## src/rtl/lie_pkg.sv

```systemverilog
package lie_pkg;

  localparam int ENERGY_W = 15;
  localparam int SPIN_W   = 1;
  localparam int SIDE_W   = 7;
  localparam int MIN_SIDE = 3;
  localparam int E_MAX    = 16383;
  localparam int E_MIN    = -16384;

  localparam int BOND_LEFT = 0;
  localparam int BOND_UP   = 1;
  localparam int BOND_ROW  = 2;
  localparam int BOND_COL  = 3;
  localparam int N_BONDS   = 4;

  typedef logic [N_BONDS-1:0] bond_mask_t;

  typedef enum logic [1:0] {
    S_IDLE,
    S_PICK,
    S_ADD,
    S_FINISH
  } state_t;

  typedef struct packed {
    logic clear;
    logic add;
    logic differ;
  } acc_ctrl_t;

endpackage

```

## src/rtl/lie_energy_acc.sv

```systemverilog
module lie_energy_acc #(
  parameter int ACC_W = 16
) (
  input  logic                                clk,
  input  logic                                rst,
  input  lie_pkg::acc_ctrl_t                  ctrl,
  output logic signed [lie_pkg::ENERGY_W-1:0] energy
);
  import lie_pkg::*;

  localparam logic signed [ACC_W-1:0] HI = ACC_W'(E_MAX);
  localparam logic signed [ACC_W-1:0] LO = ACC_W'(E_MIN);
  localparam logic signed [ACC_W-1:0] ONE = ACC_W'(1);

  logic signed [ACC_W-1:0] acc;
  logic signed [ACC_W-1:0] acc_next;

  always_comb begin
    acc_next = acc;
    priority if (ctrl.clear) begin
      acc_next = '0;
    end else if (ctrl.add) begin
      acc_next = ctrl.differ ? acc + ONE : acc - ONE;
    end
  end

  always_ff @(posedge clk) begin
    if (rst) begin
      acc <= '0;
    end else begin
      acc <= acc_next;
    end
  end

  always_comb begin
    priority if (acc > HI) begin
      energy = ENERGY_W'(HI);
    end else if (acc < LO) begin
      energy = ENERGY_W'(LO);
    end else begin
      energy = ENERGY_W'(acc);
    end
  end

endmodule

```

## config.mk

```make
export PLATFORM = sky130hd
export DESIGN_NAME = lie_energy_acc
export DESIGN_NICKNAME = d
export VERILOG_FILES = /design/src/rtl/lie_pkg.sv /design/src/rtl/lie_energy_acc.sv
export SDC_FILE = /design/constraint.sdc
export NUM_CORES = 1
export LEC_CHECK = 0
export ABC_CLOCK_PERIOD_IN_PS = 5600
export BUFFER_PORTS_ARGS = -buffer_cell sky130_fd_sc_hd__buf_2
export CORE_ASPECT_RATIO = 1.4
export CORE_MARGIN = 1.5
export CORE_UTILIZATION = 55
export CTS_BUF_LIST = sky130_fd_sc_hd__clkbuf_4 sky130_fd_sc_hd__clkbuf_8 sky130_fd_sc_hd__clkbuf_16
export DETAILED_ROUTE_END_ITERATION = 12
export GPL_TIMING_DRIVEN = 0
export PLACE_DENSITY = 0.76
export SYNTH_ARGS = -nofsm -noshare
export SYNTH_HDL_FRONTEND = slang
export SYNTH_SLANG_ARGS = --single-unit
```

## constraint.sdc

```tcl
create_clock -name clk -period 5.6 [get_ports clk]
set_clock_uncertainty 0.05 [all_clocks]
set_input_delay 1.12 -clock clk [delete_from_list [all_inputs] [get_ports clk]]
set_output_delay 1.12 -clock clk [all_outputs]
set_load 0.005 [all_outputs]
```

Word level (Yosys, flattened, before mapping). Cells that the tools add are included.

Add/sub/neg operators: 2. $lt $le $gt $ge: 2. Muxes and demuxes: 3. Reduce and logical (&&, ||, !) cells: 1.

Operators with widths (count): 2-to-1 mux 15 bit (2); adder 16 x 2 -> 16 bit, second input constant (1); > comparator 16 x 15 -> 1 bit, second input constant (1); < comparator 16 x 15 -> 1 bit, second input constant (1); 2-to-1 mux 16 bit (1); subtractor 16 x 2 -> 16 bit, second input constant (1); OR reduction 2 bit (1).

Bits in registers: 16. Output and inout port bits: 15. Logic and storage cells: 9.

Depth between registers and ports, before layout.
Depth in word-level cells: 3. Gate-level depth with buffers: 9. Gate-level depth less buffers: 9.

Least setup slack after synthesis. No wires, ideal clock.

Path type: input to register. Start: input port ctrl[0] in the netlist's numbering. End: register acc[15]. Setup time: 70 ps. Arrival: 2948 ps. Required time: 5480 ps. Slack: 2532 ps. Stages: 9. Cell sequence: inv_1 ha_1 and3_1 a221oi_2 o221ai_2 a21oi_2 xnor2_1 or3_1 a21oi_1.

Longest elaborated chain between the ends: 1.

RTL lines: start: declaration (RTL line lie_energy_acc.sv:6) `input lie_pkg::acc_ctrl_t ctrl,`; 2-to-1 mux 16 bit (RTL line lie_energy_acc.sv:23) `acc_next = ctrl.differ ? acc + ONE : acc - ONE;`; end signal: assignment (RTL line lie_energy_acc.sv:31) `acc <= acc_next;`; end: declaration (RTL line lie_energy_acc.sv:15) `logic signed [ACC_W-1:0] acc;`.

No other way between the ends. A chain may end at the register's enable or synchronous reset.

Worst setup path in the final report.
Start: input port ctrl[0] in the netlist's numbering. End: register acc[12].

The elaborated chain is that of the path after synthesis.

==> impl_metrics.csv <==
group,metric,value,unit
clock_tree,cts_hold_buf,0,
worst_setup_path,r2r-start,"acc[0]$_SDFFE_PP0P_",
job,maxCapViolCount,0,
worst_setup_path,crit_chain,"buf_2, inv_1, ha_1, nor2b_1, o31ai_1, a21oi_1, a21boi_0, o21ai_0, xnor2_1, o21ai_0",
finish,largest_reg_flops,16,
finish,largest_registers,"acc (16)",
place,gp_congestion,0.9142,
worst_setup_path,reg2reg_depth,9,
floorplan,initial_core_util,56.67,%
finish,drive_gt1_share,13.00,%
grt,antenna_found_initial,0,
clock_tree,h-tree-depth,1,
worst_setup_path,critPathMostFrequentCell,"o21ai_0",
sta,fmax,294.0,MHz
route,drt_iter0_drc,35,
worst_setup_path,criticalPathCategory,"in -> reg",
clock_tree,cts_buffer_depth,2,
clock_tree,clkTransAtPathRegs,0.10,ns
route,routed_wl,3590,microns
route,dr.pass1.iters,4,
route,avgViaCountPerCell,5.838,
finish,n_antenna_cell,0,
clock_tree,cts-root-buf,"clkbuf_4",
finish,largest_register,"acc",
finish,final_cell_mix,"nor2_1 (31), o21ai_0 (24), nand2_1 (22), buf_2 (19), dfxtp_1 (16)",
sta,rsz0062_at_grt,"false",
clock_tree,cts_tree,"yes",
finish,nets,244,
worst_setup_path,cpLargestDelayFamily,"compound AO/OA/AOI/OAI gates",
route,post-route-drc-count,0,
sta,setup_viol,0,
logic_synthesis,yosys_warnings,0,
floorplan,die_area,0.002989,sq mm
floorplan,die_w,46.64,microns
sta,slew_headroom,61.03,%
grt,grt_pass1_wl,6078,microns
worst_setup_path,critPathArrivalTime,3.58,ns
worst_setup_path,cp_slowest_cell,"a21boi_0",
clock_tree,cts_setup_buffers,0,
grt,grt_util_all_layers,26.78,%
sta,tns,0,ns
clock_tree,clkSinkCount,16,
power,totalPowerFinal,0.0003068,W
outcome,status,"completed",
floorplan,coreArea,0.002587,sq mm
finish,fin_util,63.49,%
route,drtAntennaViolNets,0,
worst_setup_path,start_kind,"input pin",
logic_synthesis,syn-num-nets,220,
worst_hold_path,hold_start,"acc[10]$_SDFFE_PP0P_",
worst_setup_path,crit_path_max_incr_delay,0.41,ns
power,leakage,0.7498,nW
power,power_density,186.7,mW/mm^2
route,routedWlPerCell,13.86,microns
route,vias,1512,
worst_hold_path,hold_path_end,"acc[10]$_SDFFE_PP0P_",
finish,layout.cells.non_filler,259,
place,port_buffers,19,
finish,area_delta_synth_final,12.03,%
worst_setup_path,crit_start,"ctrl[0]",
logic_synthesis,ys_seq_elements,16,
clock_tree,post_cts_resized,0,
grt,grt_pass1_vias,1484,
floorplan,ios,20,
sta,tightest_slew,0.5845,ns
grt,grt_overflow,0,
worst_hold_path,hold_depth,2,
worst_setup_path,cp_num_buf_inv,2,
worst_setup_path,r2r_setup_slack,3.16,ns
worst_setup_path,r2r_end,"acc[12]$_SDFFE_PP0P_",
finish,final_common_cell,"nor2_1",
clock_tree,insertion_delay,0.30,ns
place,dpl.hpwl,2869,microns
place,placedCellCount,255,
worst_hold_path,hold_path_class,"reg -> reg",
logic_synthesis,mappedNetlistArea,0.001466,sq mm
sta,min_period,3.401,ns
power,ir_worst_vdd,0.1690,mV
logic_synthesis,ys_seq_area_share,21.84,%
sta,fin_crit_sh,60.74,%
worst_setup_path,required,5.78,ns
sta,hold_viol_final,0,
sta,drv_slew,0,
worst_setup_path,endpoint_kind,"flip-flop",
clock_tree,cts_buffers,3,
logic_synthesis,netlist_instances,200,
floorplan,rows,22,
logic_synthesis,ys_types,39,
floorplan,die_y,64.10,microns
logic_synthesis,syn_avg_cell_area,7.332,sq um
grt,grt_start_max_net_pins,15,
worst_setup_path,critPathMaxFanout,14,
[synth_stat cells]
library cell,count,area (sq um)
or3_1,1,6.260
inv_1,7,26.28
a41o_1,1,10.01
o21ai_0,24,120.1
nand4_1,1,6.260
a211oi_1,5,37.54
o21a_1,3,22.52
ha_1,14,175.2
a2111oi_2,1,15.01
and3_1,4,25.02
and2_1,1,6.260
buf_1,1,3.750
nand2_1,22,82.58
a21oi_1,8,40.04
o211ai_1,1,7.510
dfxtp_1,16,320.3
nor3_1,4,20.02
o31ai_1,1,7.510
a21o_1,7,52.55
a221oi_2,1,15.01
xnor2_1,7,61.31
a2bb2oi_1,1,8.760
xor2_1,4,35.03
a32o_1,1,10.01
or2_2,1,6.260
a21oi_2,1,8.760
nor2b_1,3,18.77
nor3_2,1,10.01
o221ai_2,1,15.01
fa_1,1,20.02
nand3_1,5,25.02
a21boi_0,1,7.510
nor2_1,31,116.4
a2111oi_1,1,10.01
mux2i_1,4,40.04
o21bai_1,3,22.52
a31oi_1,2,12.51
clkbuf_1,8,30.03
a211o_1,1,8.760
[final cells by class]
type,count,area (sq um)
Multi-Input combinational cell,168,1086
Inverter,7,26.28
Timing Repair Buffer,19,95.09
Buffer,9,33.78
Clock buffer,4,36.28
Tap cell,36,45.04
Fill cell,265,944.7
Sequential cell,16,320.3
[cell families after synthesis]
| group | after synthesis | share of synthesized area, % |
|---|---|---|
| AO/OA/AOI/OAI | 64 | 29.44 |
| XOR/XNOR | 11 | 6.570 |
| adder cells (fa/ha/maj) | 15 | 13.31 |
| buffers and inverters | 16 | 4.096 |
| flip-flops | 16 | 21.84 |
| multiplexers | 4 | 2.730 |
| AND/OR/NAND/NOR | 74 | 22.01 |
[per-stage QoR]
stage                     setup slack (ns)  hold slack (ns)  cell area [sq um]
after floorplan                      2.532           0.4187               1466
after global placement               1.931           0.4576               1607
after detailed placement             1.905           0.4702               1607
after CTS                            2.212           0.4864               1643
after global routing                 1.921           0.5085               1643
final                                2.199           0.4831               1643
[how the worst max path moves through the flow]
stage	endpoint	slack, ns	depth (start not counted)
detailed placement	acc[12]$_SDFFE_PP0P_	1.91	10
CTS	acc[12]$_SDFFE_PP0P_	2.21	10
finish	acc[12]$_SDFFE_PP0P_	2.20	10
global placement	acc[12]$_SDFFE_PP0P_	1.93	10
global route	acc[12]$_SDFFE_PP0P_	1.92	10
floorplan	acc[15]$_SDFFE_PP0P_	2.53	9
[layer usage]
layer  vias to the layer above  track usage (%)  part of all wire (%)
met1                       699            28.72                    40
met5                         -                0                     0
li1                        763                -                     -
met3                        13            2.260                   2.8
met2                        37            48.26                    52
met4                         0            14.24                   4.2
[where the power goes]
group,total [W],internal (W),switching (W),leakage (nW)
Combinational,0.0000997,0.0000433,0.0000564,0.598
Sequential,0.000126,0.000119,0.00000693,0.131
Clock,0.0000808,0.0000397,0.0000411,0.0210
[worst reg2reg max path, cell delays in order, from the launching register on]
cell      delay [ns]
dfxtp_1         0.43
inv_1           0.09
fa_1            0.44
nor2b_1         0.18
o31ai_1         0.11
a21oi_1         0.26
a21boi_0        0.24
o21ai_0         0.28
xnor2_1         0.15
o21ai_0         0.11
(Power assumes the default switching activity.)
